[src/sv/itaf_pkg.sv]
// ----------------------------------------------------------------------------
// itaf_pkg
// Widths, codes, controller states, command/status types and the digit
// character function of the integer-to-ASCII formatter.
// ----------------------------------------------------------------------------
package itaf_pkg;

	localparam int VALUE_WIDTH  = 32;
	localparam int IN_WIDTH     = 32;
	localparam int OPCODE_WIDTH = 2;
	localparam int CHAR_WIDTH   = 8;

	localparam int DEC_DIGITS = (VALUE_WIDTH * 30103) / 100000 + 1;
	localparam int HEX_DIGITS = (VALUE_WIDTH + 3) / 4;
	localparam int DIG_W      = DEC_DIGITS * 4;
	localparam int HEX_SHIFT  = (DEC_DIGITS - HEX_DIGITS) * 4;
	localparam int CNT_W      = $clog2(VALUE_WIDTH + 1);

	typedef logic [VALUE_WIDTH-1:0] value_t;
	typedef logic [DIG_W-1:0]       digits_t;
	typedef logic [CNT_W-1:0]       cnt_t;
	typedef logic [CHAR_WIDTH-1:0]  char_t;
	typedef logic [OPCODE_WIDTH-1:0] opcode_t;

	// any other opcode prints hexadecimal
	localparam opcode_t OP_UDEC = 2'd0;
	localparam opcode_t OP_SDEC = 2'd1;

	localparam char_t CH_ZERO  = 8'h30;
	localparam char_t CH_X     = 8'h78;
	localparam char_t CH_MINUS = 8'h2D;
	localparam char_t CH_A     = 8'h41;

	typedef enum logic [2:0] {
		ST_IDLE,
		ST_CONV,
		ST_PRE0,
		ST_PRE1,
		ST_SKIP,
		ST_EMIT
	} state_t;

	typedef struct packed {
		logic load;
		logic shift_bit;
		logic set_digits;
		logic emit_pre0;
		logic emit_pre1;
		logic skip_digit;
		logic emit_digit;
	} dp_cmd_t;

	typedef struct packed {
		logic hex;
		logic neg;
		logic cnt_one;
		logic top_zero;
		logic slot_free;
	} dp_sts_t;

	function automatic char_t digit_char(input logic [3:0] d);
		char_t c;
		if (d < 4'd10) begin
			c = CH_ZERO + {4'd0, d};
		end else begin
			c = CH_A + {4'd0, d} - 8'd10;
		end
		return c;
	endfunction

endpackage

[src/sv/itaf_in_if.sv]
// ----------------------------------------------------------------------------
// itaf_in_if
// Number channel: value and format opcode with valid/ready.
// ----------------------------------------------------------------------------
interface itaf_in_if;
	logic                            valid;
	logic                            ready;
	logic [itaf_pkg::IN_WIDTH-1:0]   value;
	logic [itaf_pkg::OPCODE_WIDTH-1:0] opcode;

	modport source (output valid, value, opcode, input ready);
	modport sink   (input valid, value, opcode, output ready);
endinterface

[src/sv/itaf_out_if.sv]
// ----------------------------------------------------------------------------
// itaf_out_if
// Character channel: one ASCII code and a last flag with valid/ready.
// ----------------------------------------------------------------------------
interface itaf_out_if;
	logic                            valid;
	logic                            ready;
	logic [itaf_pkg::CHAR_WIDTH-1:0] out_char;
	logic                            last_char;

	modport source (output valid, out_char, last_char, input ready);
	modport sink   (input valid, out_char, last_char, output ready);
endinterface

[src/sv/itaf_ctrl.sv]
// ----------------------------------------------------------------------------
// itaf_ctrl
// Sequencer: accept, bit-serial conversion, prefix, leading-zero drop and
// character emission.
// ----------------------------------------------------------------------------
module itaf_ctrl (
	input  logic              clk,
	input  logic              arst_n,
	input  logic              in_valid,
	output logic              in_ready,
	input  itaf_pkg::dp_sts_t sts,
	output itaf_pkg::dp_cmd_t cmd
);

	itaf_pkg::state_t state_q;
	itaf_pkg::state_t state_d;

	always_ff @(posedge clk or negedge arst_n) begin
		if (!arst_n) begin
			state_q <= itaf_pkg::ST_IDLE;
		end else begin
			state_q <= state_d;
		end
	end

	always_comb begin
		state_d = state_q;
		case (state_q)
			itaf_pkg::ST_IDLE: begin
				if (in_valid) state_d = itaf_pkg::ST_CONV;
			end
			itaf_pkg::ST_CONV: begin
				if (sts.hex) begin
					state_d = itaf_pkg::ST_PRE0;
				end else if (sts.cnt_one) begin
					state_d = sts.neg ? itaf_pkg::ST_PRE0 : itaf_pkg::ST_SKIP;
				end
			end
			itaf_pkg::ST_PRE0: begin
				if (sts.slot_free) state_d = sts.hex ? itaf_pkg::ST_PRE1 : itaf_pkg::ST_SKIP;
			end
			itaf_pkg::ST_PRE1: begin
				if (sts.slot_free) state_d = itaf_pkg::ST_SKIP;
			end
			itaf_pkg::ST_SKIP: begin
				if (!sts.top_zero || sts.cnt_one) state_d = itaf_pkg::ST_EMIT;
			end
			itaf_pkg::ST_EMIT: begin
				if (sts.slot_free && sts.cnt_one) state_d = itaf_pkg::ST_IDLE;
			end
			default: state_d = itaf_pkg::ST_IDLE;
		endcase
	end

	always_comb begin
		cmd      = '0;
		in_ready = 1'b0;
		case (state_q)
			itaf_pkg::ST_IDLE: begin
				in_ready = 1'b1;
				cmd.load = in_valid;
			end
			itaf_pkg::ST_CONV: begin
				cmd.shift_bit  = !sts.hex;
				cmd.set_digits = !sts.hex && sts.cnt_one;
			end
			itaf_pkg::ST_PRE0: cmd.emit_pre0 = sts.slot_free;
			itaf_pkg::ST_PRE1: cmd.emit_pre1 = sts.slot_free;
			itaf_pkg::ST_SKIP: cmd.skip_digit = sts.top_zero && !sts.cnt_one;
			itaf_pkg::ST_EMIT: cmd.emit_digit = sts.slot_free;
			default: cmd = '0;
		endcase
	end

endmodule

[src/sv/itaf_dp.sv]
// ----------------------------------------------------------------------------
// itaf_dp
// Datapath: magnitude and sign capture, shift-and-add-3 binary to BCD,
// digit shifter and the output character register.
// ----------------------------------------------------------------------------
module itaf_dp (
	input  logic                           clk,
	input  logic                           arst_n,
	input  itaf_pkg::dp_cmd_t              cmd,
	output itaf_pkg::dp_sts_t              sts,
	input  logic [itaf_pkg::IN_WIDTH-1:0]  in_value,
	input  itaf_pkg::opcode_t              in_opcode,
	output logic                           out_valid,
	output itaf_pkg::char_t                out_char,
	output logic                           out_last,
	input  logic                           out_ready
);

	itaf_pkg::value_t  raw;
	itaf_pkg::value_t  mag;
	logic              in_hex;
	logic              in_neg;

	itaf_pkg::value_t  bin_q;
	itaf_pkg::digits_t bcd_q;
	itaf_pkg::digits_t adj;
	itaf_pkg::cnt_t    cnt_q;
	logic              hex_q;
	logic              neg_q;

	logic              out_valid_q;
	itaf_pkg::char_t   out_char_q;
	logic              out_last_q;
	logic              wr;
	itaf_pkg::char_t   ch;

	assign raw    = itaf_pkg::value_t'(in_value);
	assign in_hex = (in_opcode != itaf_pkg::OP_UDEC) && (in_opcode != itaf_pkg::OP_SDEC);
	assign in_neg = (in_opcode == itaf_pkg::OP_SDEC) && raw[itaf_pkg::VALUE_WIDTH-1];
	assign mag    = in_neg ? itaf_pkg::value_t'(~raw + itaf_pkg::value_t'(1)) : raw;

	always_comb begin
		adj = bcd_q;
		for (int i = 0; i < itaf_pkg::DEC_DIGITS; i++) begin
			if (bcd_q[4*i +: 4] >= 4'd5) adj[4*i +: 4] = bcd_q[4*i +: 4] + 4'd3;
		end
	end

	always_ff @(posedge clk) begin
		if (cmd.load) begin
			bin_q <= mag;
			hex_q <= in_hex;
			neg_q <= in_neg;
			if (in_hex) begin
				bcd_q <= itaf_pkg::digits_t'(mag) << itaf_pkg::HEX_SHIFT;
				cnt_q <= itaf_pkg::cnt_t'(itaf_pkg::HEX_DIGITS);
			end else begin
				bcd_q <= '0;
				cnt_q <= itaf_pkg::cnt_t'(itaf_pkg::VALUE_WIDTH);
			end
		end else if (cmd.shift_bit) begin
			bcd_q <= {adj[itaf_pkg::DIG_W-2:0], bin_q[itaf_pkg::VALUE_WIDTH-1]};
			bin_q <= bin_q << 1;
			cnt_q <= cmd.set_digits ? itaf_pkg::cnt_t'(itaf_pkg::DEC_DIGITS)
			                        : cnt_q - itaf_pkg::cnt_t'(1);
		end else if (cmd.skip_digit || cmd.emit_digit) begin
			bcd_q <= bcd_q << 4;
			cnt_q <= cnt_q - itaf_pkg::cnt_t'(1);
		end
	end

	assign sts.hex       = hex_q;
	assign sts.neg       = neg_q;
	assign sts.cnt_one   = (cnt_q == itaf_pkg::cnt_t'(1));
	assign sts.top_zero  = (bcd_q[itaf_pkg::DIG_W-1 -: 4] == 4'd0);
	assign sts.slot_free = !out_valid_q || out_ready;

	assign wr = cmd.emit_pre0 || cmd.emit_pre1 || cmd.emit_digit;

	always_comb begin
		if (cmd.emit_pre0) begin
			ch = hex_q ? itaf_pkg::CH_ZERO : itaf_pkg::CH_MINUS;
		end else if (cmd.emit_pre1) begin
			ch = itaf_pkg::CH_X;
		end else begin
			ch = itaf_pkg::digit_char(bcd_q[itaf_pkg::DIG_W-1 -: 4]);
		end
	end

	always_ff @(posedge clk or negedge arst_n) begin
		if (!arst_n) begin
			out_valid_q <= 1'b0;
		end else if (wr) begin
			out_valid_q <= 1'b1;
		end else if (out_ready) begin
			out_valid_q <= 1'b0;
		end
	end

	always_ff @(posedge clk) begin
		if (wr) begin
			out_char_q <= ch;
			out_last_q <= cmd.emit_digit && sts.cnt_one;
		end
	end

	assign out_valid = out_valid_q;
	assign out_char  = out_char_q;
	assign out_last  = out_last_q;

endmodule

[src/sv/integer_to_ascii_formatter.sv]
// ----------------------------------------------------------------------------
// integer_to_ascii_formatter
// Prints one number as ASCII characters: unsigned decimal, signed decimal or
// 0x-prefixed upper-case hexadecimal, leading zeros dropped.
//
//   port     dir   payload                      transfer
//   number   in    value[31:0], opcode[1:0]     valid & ready
//   chars    out   out_char[7:0], last_char     valid & ready
//
// Decimal: accept, then shift-and-add-3 over all VALUE_WIDTH bits (one bit per
// cycle in the BCD converter), a '-' for a negative value, then the dropped
// leading zeros one by one, the start of emission and each character.
// Hex: no conversion; the 0x prefix, then the dropped leading zeros and the digits.
// Output stalls hold the sequencer at the next character; a finished last
// character may wait in the output register while the next number is taken.
// Reset clears the sequencer and the output valid flag only.
// ----------------------------------------------------------------------------
module integer_to_ascii_formatter (
	input  logic       clk,
	input  logic       arst_n,
	itaf_in_if.sink    number,
	itaf_out_if.source chars
);

	itaf_pkg::dp_cmd_t cmd;
	itaf_pkg::dp_sts_t sts;

	itaf_ctrl u_ctrl (
		.clk      (clk),
		.arst_n   (arst_n),
		.in_valid (number.valid),
		.in_ready (number.ready),
		.sts      (sts),
		.cmd      (cmd)
	);

	itaf_dp u_dp (
		.clk       (clk),
		.arst_n    (arst_n),
		.cmd       (cmd),
		.sts       (sts),
		.in_value  (number.value),
		.in_opcode (number.opcode),
		.out_valid (chars.valid),
		.out_char  (chars.out_char),
		.out_last  (chars.last_char),
		.out_ready (chars.ready)
	);

endmodule

[src/flat_wrapper.sv]
// flat-port wrapper written by rule: the top's interface ports become plain ports
module integer_to_ascii_formatter_flat 
  (clk, arst_n, number_valid, number_value, number_opcode, number_ready, chars_valid, chars_out_char, chars_last_char, chars_ready);
  itaf_in_if number_i ();
  itaf_out_if chars_i ();
  input  logic clk;
  input  logic arst_n;
  input wire logic [$bits(number_i.valid)-1:0] number_valid;
  input wire logic [$bits(number_i.value)-1:0] number_value;
  input wire logic [$bits(number_i.opcode)-1:0] number_opcode;
  output wire logic [$bits(number_i.ready)-1:0] number_ready;
  output wire logic [$bits(chars_i.valid)-1:0] chars_valid;
  output wire logic [$bits(chars_i.out_char)-1:0] chars_out_char;
  output wire logic [$bits(chars_i.last_char)-1:0] chars_last_char;
  input wire logic [$bits(chars_i.ready)-1:0] chars_ready;
  assign number_i.valid = number_valid;
  assign number_i.value = number_value;
  assign number_i.opcode = number_opcode;
  assign number_ready = number_i.ready;
  assign chars_valid = chars_i.valid;
  assign chars_out_char = chars_i.out_char;
  assign chars_last_char = chars_i.last_char;
  assign chars_i.ready = chars_ready;
  integer_to_ascii_formatter u_core (.clk(clk), .arst_n(arst_n), .number(number_i), .chars(chars_i));
endmodule
[config.mk]
export PLATFORM = sky130hd
export DESIGN_NAME = integer_to_ascii_formatter_flat
export DESIGN_NICKNAME = d
export VERILOG_FILES = /design/src/sv/itaf_pkg.sv /design/src/sv/itaf_in_if.sv /design/src/sv/itaf_out_if.sv /design/src/sv/itaf_ctrl.sv /design/src/sv/itaf_dp.sv /design/src/sv/integer_to_ascii_formatter.sv /design/src/flat_wrapper.sv
export SDC_FILE = /design/constraint.sdc
export NUM_CORES = 1
export LEC_CHECK = 0
export BUFFER_PORTS_ARGS = -buffer_cell sky130_fd_sc_hd__buf_4
export CORE_MARGIN = 2
export CORE_UTILIZATION = 65
export DETAILED_ROUTE_END_ITERATION = 10
export GPL_TIMING_DRIVEN = 0
export PLACE_DENSITY = 0.95
export SYNTH_ARGS = -nofsm -noshare
export SYNTH_HDL_FRONTEND = slang
export SYNTH_SLANG_ARGS = --single-unit
[constraint.sdc]
create_clock -name clk -period 9.5 [get_ports clk]
set_input_delay 1.9 -clock clk [delete_from_list [all_inputs] [get_ports clk]]
set_output_delay 1.9 -clock clk [all_outputs]
set_load 0.01 [all_outputs]
# ---- Yosys cells after proc, flatten, opt, wreduce, memory -nomap -nowiden
# Index checks and enable logic that the tools add are counted.
dict set report word_totals {
  reg_bits 93
  output_inout_bits 11
}
dict set report classes {
  addsub 15
  order_cmp 11
  n_eq_ne 14
  mux 45
  bitwise_logic 1
  reduce_logical 22
}
# cell n
set op_table {}
lappend op_table {{$mux 40} 4}
lappend op_table {{$mux 32} 3}
lappend op_table {{$ge 4x3->1 const B} 10}
lappend op_table {{$add 4x2->4 const B} 9}
lappend op_table {{$mux 4} 9}
lappend op_table {{$add 32x1->32 const B} 1}
lappend op_table {{$not 32->32} 1}
lappend op_table {{$mux 3} 10}
lappend op_table {{$mux 6} 5}
lappend op_table {{$mux 8} 3}
lappend op_table {{$pmux 3 s6} 1}
lappend op_table {{$ne 2x2->1 const B} 5}
lappend op_table {{$add 7x4->8 const A} 1}
lappend op_table {{$mux 1} 8}
lappend op_table {{$sub 8x4->8 const B} 1}
lappend op_table {{$add 6x4->7 const A} 1}
lappend op_table {{$eq 3x2->1 const B} 2}
lappend op_table {{$eq 3x3->1 const B} 2}
lappend op_table {{$eq 6x1->1 const B} 1}
lappend op_table {{$logic_and 1x1->1} 6}
lappend op_table {{$reduce_and 6->1} 1}
lappend op_table {{$reduce_bool 2->1} 3}
lappend op_table {{$sub 6x1->6 const B} 1}
lappend op_table {{$logic_or 1x1->1} 5}
lappend op_table {{12 further kinds} 15}

# ---- Logic depth before layout (Yosys ltp)
# Gate-level depths: netlist of run 1.
dict set report depth {
  depth_word 8
  depth_mapped 8
  ltp_nobuf 8
}

# ---- Modules after synthesis
# From an unflattened synthesis of run 1, not the netlist that was laid out.
dict set report unflattened {
  cells_unflattened 647
  area_unflattened_um2 6007.0
}
# mod instances cells_per_inst area_each_um2 seq_area_each_um2
set modules_own_cells {}
lappend modules_own_cells {itaf_dp 1 610 5723.0 2667.6}
lappend modules_own_cells {itaf_ctrl 1 37 284.0 75.1}

# ---- Worst setup path after synthesis of run 1
# Ideal clock, no wire load.
dict set report synth_path {
  path_type {input to register}
  start {input number_valid}
  end {register u_core.u_dp.bcd_q[0] (enable)}
  setup_time_ps 687
  arrival_time_ps 3611
  required_time_ps 8813
  setup_slack_ps 5202
  stages 4
  n_path_buf 1
  path_cell_list {nand2_1 > and2_1 > clkbuf_1 > nand3_1}
}
dict set report synth_between {
  elab_chain_cells 2
}
# item line_no
set synth_rtl {}
lappend synth_rtl {{start, declared} flat_wrapper.sv:8} ;# input wire logic [$bits(number_i.valid)-1:0] number_valid;
lappend synth_rtl {{$mux 1} itaf_ctrl.sv:58} ;# case (state_q)
lappend synth_rtl {{$reduce_bool 3->1 (no line)} --}
lappend synth_rtl {{end signal, assigned} itaf_dp.sv:55} ;# bcd_q <= itaf_pkg::digits_t'(mag) << itaf_pkg::HEX_SHIFT;
lappend synth_rtl {{end signal, assigned} itaf_dp.sv:62} ;# bcd_q <= {adj[itaf_pkg::DIG_W-2:0], bin_q[itaf_pkg::VALUE_WIDTH-1]};
lappend synth_rtl {{end signal, assigned} itaf_dp.sv:67} ;# bcd_q <= bcd_q << 4;
lappend synth_rtl {{end, declared} itaf_dp.sv:25} ;# itaf_pkg::digits_t bcd_q;
# No other way between the ends.
# A chain may end at the register's enable or synchronous reset.

# ---- Worst setup path in the final report of run 1
dict set report layout_path {
  start {input number_value[0]}
  end {register u_core.u_dp.bin_q[20] (data pin)}
}
dict set report layout_between {
  elab_chain_cells 4
}
# item line_no
set layout_rtl {}
lappend layout_rtl {{start, declared} flat_wrapper.sv:9} ;# input wire logic [$bits(number_i.value)-1:0] number_value;
lappend layout_rtl {{$not 32->32} itaf_dp.sv:40} ;# assign mag = in_neg ? itaf_pkg::value_t'(~raw + itaf_pkg::value_t'(1)) : raw;
lappend layout_rtl {{$add 32x1->32} itaf_dp.sv:40}
lappend layout_rtl {{$mux 32} itaf_dp.sv:40}
lappend layout_rtl {{$mux 32} itaf_dp.sv:50} ;# if (cmd.load) begin
lappend layout_rtl {{end signal, assigned} itaf_dp.sv:51} ;# bin_q <= mag;
lappend layout_rtl {{end signal, assigned} itaf_dp.sv:63} ;# bin_q <= bin_q << 1;
lappend layout_rtl {{end, declared} itaf_dp.sv:24} ;# itaf_pkg::value_t bin_q;
# No other way between the ends.

==> results of run 1 <==
[power by group through the flow]
stage / Sequential (mW) / Combinational [mW] / Clock, mW
6_report: 0.918 / 1.03 / 0.273
5_1_grt: 0.938 / 1.15 / 0.283
4_1_cts: 0.911 / 1.01 / 0.269
3_5_place_dp: 0.918 / 0.999 / 0
3_3_place_gp: 0.919 / 0.903 / 0
2_1_floorplan: 0.894 / 0.707 / 0
[how the worst min path moves through the flow]
stage / start / end / slack (ns) / cells after the start
3_3_place_gp: u_core.u_dp.bin_q[17]$_DFFE_PP_ / u_core.u_dp.bin_q[18]$_DFFE_PP_ / 0.51 / 2
5_1_grt: u_core.u_dp.bin_q[27]$_DFFE_PP_ / u_core.u_dp.bin_q[28]$_DFFE_PP_ / 0.57 / 2
3_5_place_dp: u_core.u_dp.bin_q[14]$_DFFE_PP_ / u_core.u_dp.bin_q[15]$_DFFE_PP_ / 0.52 / 2
2_1_floorplan: u_core.u_dp.bin_q[9]$_DFFE_PP_ / u_core.u_dp.bin_q[10]$_DFFE_PP_ / 0.50 / 2
4_1_cts: u_core.u_dp.bin_q[14]$_DFFE_PP_ / u_core.u_dp.bin_q[15]$_DFFE_PP_ / 0.54 / 2
6_report: u_core.u_dp.bin_q[14]$_DFFE_PP_ / u_core.u_dp.bin_q[15]$_DFFE_PP_ / 0.53 / 2
[per-layer routing]
| metal | GRT usage | up-vias |
|---|---|---|
| met2 | 0.499 | 339 |
| met5 | 0 | - |
| met3 | 0.0494 | 64 |
| met4 | 0.150 | 0 |
| met1 | 0.376 | 2256 |
| li1 | - | 2263 |
[registers in the layout, summed over array words and instances, names as in the netlist]
signal                 flops
u_core.u_dp.out_char       7
u_core.u_ctrl.state_q      3
u_core.u_dp.neg_q          1
u_core.u_dp.out_last       1
u_core.u_dp.out_valid      1
u_core.u_dp.hex_q          1
u_core.u_dp.cnt_q          6
u_core.u_dp.bcd_q         40
u_core.u_dp.bin_q         32
[placed cells by master (no fill, tap or decap), types with 12 or more instances in the layout]
master | synthesis | routed
nor2_1 | 38 | 38
xor2_1 | 24 | 24
xnor2_1 | 21 | 21
buf_4 | 1 | 48
nand3_1 | 14 | 13
clkbuf_1 | 24 | 26
ha_1 | 24 | 24
o21ai_0 | 76 | 76
edfxtp_1 | 88 | 88
a21oi_1 | 43 | 43
nor3b_1 | 15 | 15
inv_1 | 32 | 32
o221ai_1 | 12 | 12
a22oi_1 | 19 | 19
nand2_1 | 59 | 59
[worst max-delay path, stage by stage]
cell and delay, ns:
buf_4 0.14, inv_1 0.08, ha_1 0.20, nor3b_1 0.79, nand3_1 0.24, o41ai_1 0.41, xor2_1 0.21, o21ai_0 0.12
[per-stage QoR]
step,std cells,power [mW]
2_1_floorplan,585,1.60
3_3_place_gp,740,1.82
3_5_place_dp,742,1.92
4_1_cts,758,2.19
5_1_grt,758,2.37
6_report,758,2.22
[area by class of cell]
cell class	count	area [um^2]	area share
Clock inverter	3	46.3	0.00716
Tap cell	108	135	0.0209
Inverter	32	120	0.0186
Multi-Input combinational cell	432	2750	0.425
Buffer	29	121	0.0188
Timing Repair Buffer	49	400	0.0619
Sequential cell	92	2740	0.424
Clock buffer	13	149	0.0230
[logic make-up (layout without fill, tap and decap cells)]
group                      after synthesis  in the layout  share of synthesized area
AOI/OAI and AO/OA                      182            182                      0.191
adders and majority gates               24             24                     0.0524
DFF                                     92             92                      0.479
muxes                                    1              1                    0.00197
buffers and inverters                   61            126                     0.0419
and+or+nand+nor                        179            179                      0.164
other                                    1              1                   0.000655
xor gates and xnor gates                45             45                     0.0688
==> flow_summary.yaml, run 1 <==
clock_network:
  cts-hold-fix-buffers: 0
  post_cts_buffers: 0
  path_clk_slew_ns: 0.09
  h-tree-depth: 3
  cts_tree: "yes"
  cts.sinks: 92
  cts_made_buffers: 9
  cts_root_buffer: "clkbuf_8"
  worstSkewPairLatency_ns: 0.37
  cts.path.max_buffers: 2
  cts_resized: 0
status:
  status: "completed"
timing:
  finalCriticalPeriod_ns: 4.00
  drv_slew: 0
  fin_crit_sh: 0.421
  fin_ws_ns: 5.50
  setup_violations: 0
  fmax_mhz: 250
  rsz0062_at_grt: "false"
  worst_slew_pin_slew_ns: 0.951
  hold_ws_ns: 0.532
  final.setup_skew_ns: 0.0129
  worst_slew_margin_rel: 0.365
  fin_tns_setup_ns: 0
  hold_viol: 0
global_route:
  grt_first_pass_wirelength_um: 22800
  grt_pass1_vias: 4820
  grt_use_total: 0.298
  grt_max_degree: 36
  antenna_found_initial: 0
  grt-ovfl-total: 0
floorplan:
  coreArea_um2: 8640
  initial_core_util: 0.663
  dieWidth_um: 97.9
  io_pins: 49
  rows: 34
  die-area_um2: 9580
  die_y_um: 97.9
setup_path:
  crit_start: "number_value[0]"
  crit_end: "u_core.u_dp.bin_q[20]$_DFFE_PP_"
  r2r_cells: 7
  cp.arrival_ns: 4.10
  path_max_fanout: 5
  worstSetupStartpointType: "input port"
  reg2reg_to: "u_core.u_dp.bcd_q[17]$_DFFE_PP_"
  required_ns: 9.60
  endpoint_kind: "flip-flop"
  regToRegSetupSlack_ns: 6.44
  worstReg2RegStart: "u_core.u_ctrl.state_q[0]$_DFFE_PN0P_"
  path_class: "in2reg"
detailed_routing:
  route.met2.wl_um: 7080
  post_drt_wl_per_cell_um: 18.8
  avgViaCountPerCell: 6.49
  highest_layer: "met4"
  antenna_left: 0
  route.detailed.drc: 0
  wl_met3_um: 1440
  dr.pass1.iters: 6
  finalWirelength_um: 14200
  drt_iter0_drc: 576
  vias: 4922
  met1_length_um: 5200
layout:
  nets: 707
  area.growth.synth_to_final_pct: 12.9
  final_area_um2: 6460
  n_antenna_cell: 0
  finish.utilization: 0.749
  nFillCells: 569
  drive_gt1_frac: 0.122
yosys:
  netlist-cell-type-count: 57
  synth_seq_area_share: 0.479
  synthTopCellsByArea: "edfxtp_1, o21ai_0, ha_1"
  postSynthRegisterBits: 92
  yosysTopAreaCell: "edfxtp_1"
  synth_common_cells: "edfxtp_1, o21ai_0, nand2_1"
  synth_edf_count: 88
  ys.flop_type: "edfxtp_1"
  avgSynthCellArea_um2: 9.79
  syn_area_um2: 5730
  synthCells: 585
  netlist.area_leader.share: 0.461
  yosys_warnings: 0
  postSynth.asyncResetShare: 0.0435
  synthMostInstantiatedCell: "edfxtp_1"
  synth_nets: 647
power_and_ir_drop:
  ir_worst_vdd_mv: 0.166
  p_clk_frac: 0.123
  power.density_nw_per_um2: 344
  power_switching_share: 0.413
  intPower_mw: 1.30
  pwr-share-seq: 0.413
  pwr-share-comb: 0.464
  power.leakage_nw: 2.42
  switching_power_mw: 0.918
hold_path:
  hp-class: "reg2reg"
place:
  preCtsSetupSlack_ns: 5.23
  port_buffers: 47
  placedInstanceArea_um2: 6270
  dp_hpwl_um: 10200
  gp_congestion: 0.916
run:
  drv_cap: 0
(Power assumes the default switching activity.)
==> run 2: changes to the inputs <==
--- a/config.mk
+++ b/config.mk
@@ -5,12 +5,13 @@
 export SDC_FILE = /design/constraint.sdc
 export NUM_CORES = 1
 export LEC_CHECK = 0
+export ABC_AREA = 1
 export BUFFER_PORTS_ARGS = -buffer_cell sky130_fd_sc_hd__buf_4
 export CORE_MARGIN = 2
-export CORE_UTILIZATION = 65
+export CORE_UTILIZATION = 61
 export DETAILED_ROUTE_END_ITERATION = 10
 export GPL_TIMING_DRIVEN = 0
-export PLACE_DENSITY = 0.95
+export PLACE_DENSITY = 0.92
 export SYNTH_ARGS = -nofsm -noshare
 export SYNTH_HDL_FRONTEND = slang
 export SYNTH_SLANG_ARGS = --single-unit
==> constraint.sdc (replaced) <==
create_clock -name clk -period 3.94 [get_ports clk]
set_input_delay 0.788 -clock clk [delete_from_list [all_inputs] [get_ports clk]]
set_output_delay 0.788 -clock clk [all_outputs]
set_load 0.01 [all_outputs]
==> run 2 against run 1 <==
Synthesized area grew 5.0%. Final cell count rose by 21%. Sequential power increased by 140%. Worst hold slack worse by 0.34 ns. Utilization is 5.4 points lower. Largest cell class unchanged.
==> flow_summary.yaml, run 2 <==
yosys:
  yosys_warnings: 0
  postSynthRegisterBits: 92
  synth_edf_count: 88
  synth_seq_area_share: 0.456
  synth_common_cells: "nand2_1, inv_1, edfxtp_1"
  avgSynthCellArea_um2: 8.33
  netlist-cell-type-count: 38
  ys.flop_type: "edfxtp_1"
  synthTopCellsByArea: "edfxtp_1, nand2_1, inv_1"
  postSynth.asyncResetShare: 0.0435
  synth_nets: 784
  syn_area_um2: 6020
  synthMostInstantiatedCell: "nand2_1"
  yosysTopAreaCell: "edfxtp_1"
  synthCells: 722
  netlist.area_leader.share: 0.439
clock_network:
  cts_resized: 0
  cts.path.max_buffers: 2
  cts_tree: "yes"
  h-tree-depth: 3
  path_clk_slew_ns: 0.10
  cts_made_buffers: 9
  worstSkewPairLatency_ns: 0.37
  cts.sinks: 92
  post_cts_buffers: 0
  cts_root_buffer: "clkbuf_8"
  cts-hold-fix-buffers: 0
detailed_routing:
  avgViaCountPerCell: 6.09
  finalWirelength_um: 16300
  vias: 5595
  drt_iter0_drc: 718
  dr.pass1.iters: 6
  post_drt_wl_per_cell_um: 17.7
  route.detailed.drc: 0
  antenna_left: 0
place:
  port_buffers: 47
  gp_congestion: 0.951
  dp_hpwl_um: 12500
  placedCellCount: 903
  placedInstanceArea_um2: 6560
status:
  status: "completed"
floorplan:
  initial_core_util: 0.621
  dieWidth_um: 103
  rows: 36
  die_y_um: 103
  die-area_um2: 10700
  coreArea_um2: 9680
  io_pins: 49
setup_path:
  cp_top_family: "simple AND/OR/NAND/NOR gates"
  worstSetupStartpointType: "flip-flop"
  crit_path_max_incr_delay_ns: 0.47
  cp_cell_sequence: "nor2_1 -> nand2_1 -> nor2_2 -> inv_2 -> nand2_4 -> inv_1 -> nand3_2 -> buf_12"
  path_max_fanout: 32
  cp.arrival_ns: 2.25
  path_buf_inv: 3
  path_depth: 8
  regToRegSetupSlack_ns: 1.75
  required_ns: 4.01
  worstReg2RegStart: "u_core.u_ctrl.state_q[0]$_DFFE_PN0P_"
  reg2reg_to: "u_core.u_dp.bcd_q[27]$_DFFE_PP_"
  endpoint_kind: "flip-flop"
  slowest_stage: "dfrtp_1"
  path_class: "reg2reg"
  r2r_cells: 8
global_route:
  grt-ovfl-total: 0
  grt_first_pass_wirelength_um: 25800
  antenna_found_initial: 0
  grt_use_total: 0.317
  grt_pass1_vias: 5249
  grt_max_degree: 42
layout:
  area.growth.synth_to_final_pct: 11.8
  largest_register: "u_core.u_dp.bcd_q"
  drive_gt1_frac: 0.146
  final_common_cell: "nand2_1"
  nets: 843
  final_area_um2: 6730
  n_antenna_cell: 0
  instances_no_fill: 919
  mostFrequentLayoutCells: "nand2_1, inv_1, edfxtp_1, o21ai_0, nand3_1"
  largest_reg_flops: 40
timing:
  setup_violations: 0
  hold_ws_ns: 0.196
  drv_slew: 0
  final.setup_skew_ns: 0.00980
  worst_slew_pin_slew_ns: 0.621
  fin_tns_setup_ns: 0
  worst_slew_margin_rel: 0.582
  hold_viol: 0
  fin_crit_sh: 0.555
  fmax_mhz: 457
  finalCriticalPeriod_ns: 2.19
  rsz0062_at_grt: "false"
power_and_ir_drop:
  power.density_nw_per_um2: 760
  ir_worst_vdd_mv: 0.350
  power.leakage_nw: 2.92
hold_path:
  hp-class: "in2async"
run:
  drv_cap: 0
[run 2: changes by cell type after synthesis, sizes merged, moves of 19 or more]
cell	delta
nand2	+104
inv	+60
nand3	+50
nor2	+25
clkbuf	-21
a22oi	-19
xnor2	-19
[run 2: power breakdown]
part | switching (mW) | internal, mW
Sequential | 0.290 | 1.87
Clock | 0.345 | 0.229
Combinational | 1.56 | 0.826
Total | 2.19 | 2.92
[run 2: worst max-delay path by stage]
| stage | slack, ns | to | start |
|---|---|---|---|
| 6_report | 1.75 | u_core.u_dp.bcd_q[27]$_DFFE_PP_ | u_core.u_ctrl.state_q[0]$_DFFE_PN0P_ |
| 3_3_place_gp | 0.15 | u_core.u_dp.bcd_q[26]$_DFFE_PP_ | chars_ready |
| 4_1_cts | 1.78 | u_core.u_dp.bcd_q[27]$_DFFE_PP_ | u_core.u_ctrl.state_q[0]$_DFFE_PN0P_ |
| 2_1_floorplan | 1.0 | u_core.u_dp.bcd_q[0]$_SDFFCE_PP0P_ | chars_ready |
| 5_1_grt | 1.59 | u_core.u_dp.bcd_q[27]$_DFFE_PP_ | u_core.u_ctrl.state_q[0]$_DFFE_PN0P_ |
| 3_5_place_dp | 1.50 | u_core.u_dp.bcd_q[27]$_DFFE_PP_ | chars_ready |
[run 2: layer usage]
layer / routed length, um / global-route usage / vias to the layer above / part of all wire
met3: 1540 / 0.0444 / 64 / 0.094
met1: 6260 / 0.413 / 2571 / 0.38
met4: 619 / 0.151 / 0 / 0.038
li1: - / - / 2605 / -
met2: 7890 / 0.524 / 355 / 0.48
met5: 0 / 0 / - / 0
[run 2: cell families after synthesis]
logic type | synth area share
buffers and inverters | 0.0780
xor gates and xnor gates | 0.0248
adders and majority gates | 0.0499
DFF | 0.456
AOI/OAI and AO/OA | 0.143
and+or+nand+nor | 0.248
other | 0.000623
[run 2: stage by stage]
stage          power, mW  utilization  worst slack [ns]
2_1_floorplan       3.75            -              1.00
3_3_place_gp        4.31        0.675             0.149
3_5_place_dp        4.50        0.677              1.50
4_1_cts             5.07        0.695              1.78
5_1_grt             5.48        0.695              1.59
6_report            5.11        0.695              1.75
[run 2: area by class of cell]
| type | instances | area (um^2) |
|---|---|---|
| clock buffer | 10 | 128 |
| clock inverter | 6 | 38.8 |
| inverter | 93 | 349 |
| buffer | 20 | 120 |
| fill | 754 | 2960 |
| tap | 133 | 166 |
| multi-input combinational | 517 | 2810 |
| sequential | 92 | 2740 |
| timing repair buffer | 48 | 373 |
[run 2: worst register-to-register path: cells and delay by family (launching register included)]
family	cells	cell delay (ns)
AND/OR/NAND/NOR	5	0.93
flip-flops	1	0.47
buffers and inverters	3	0.49
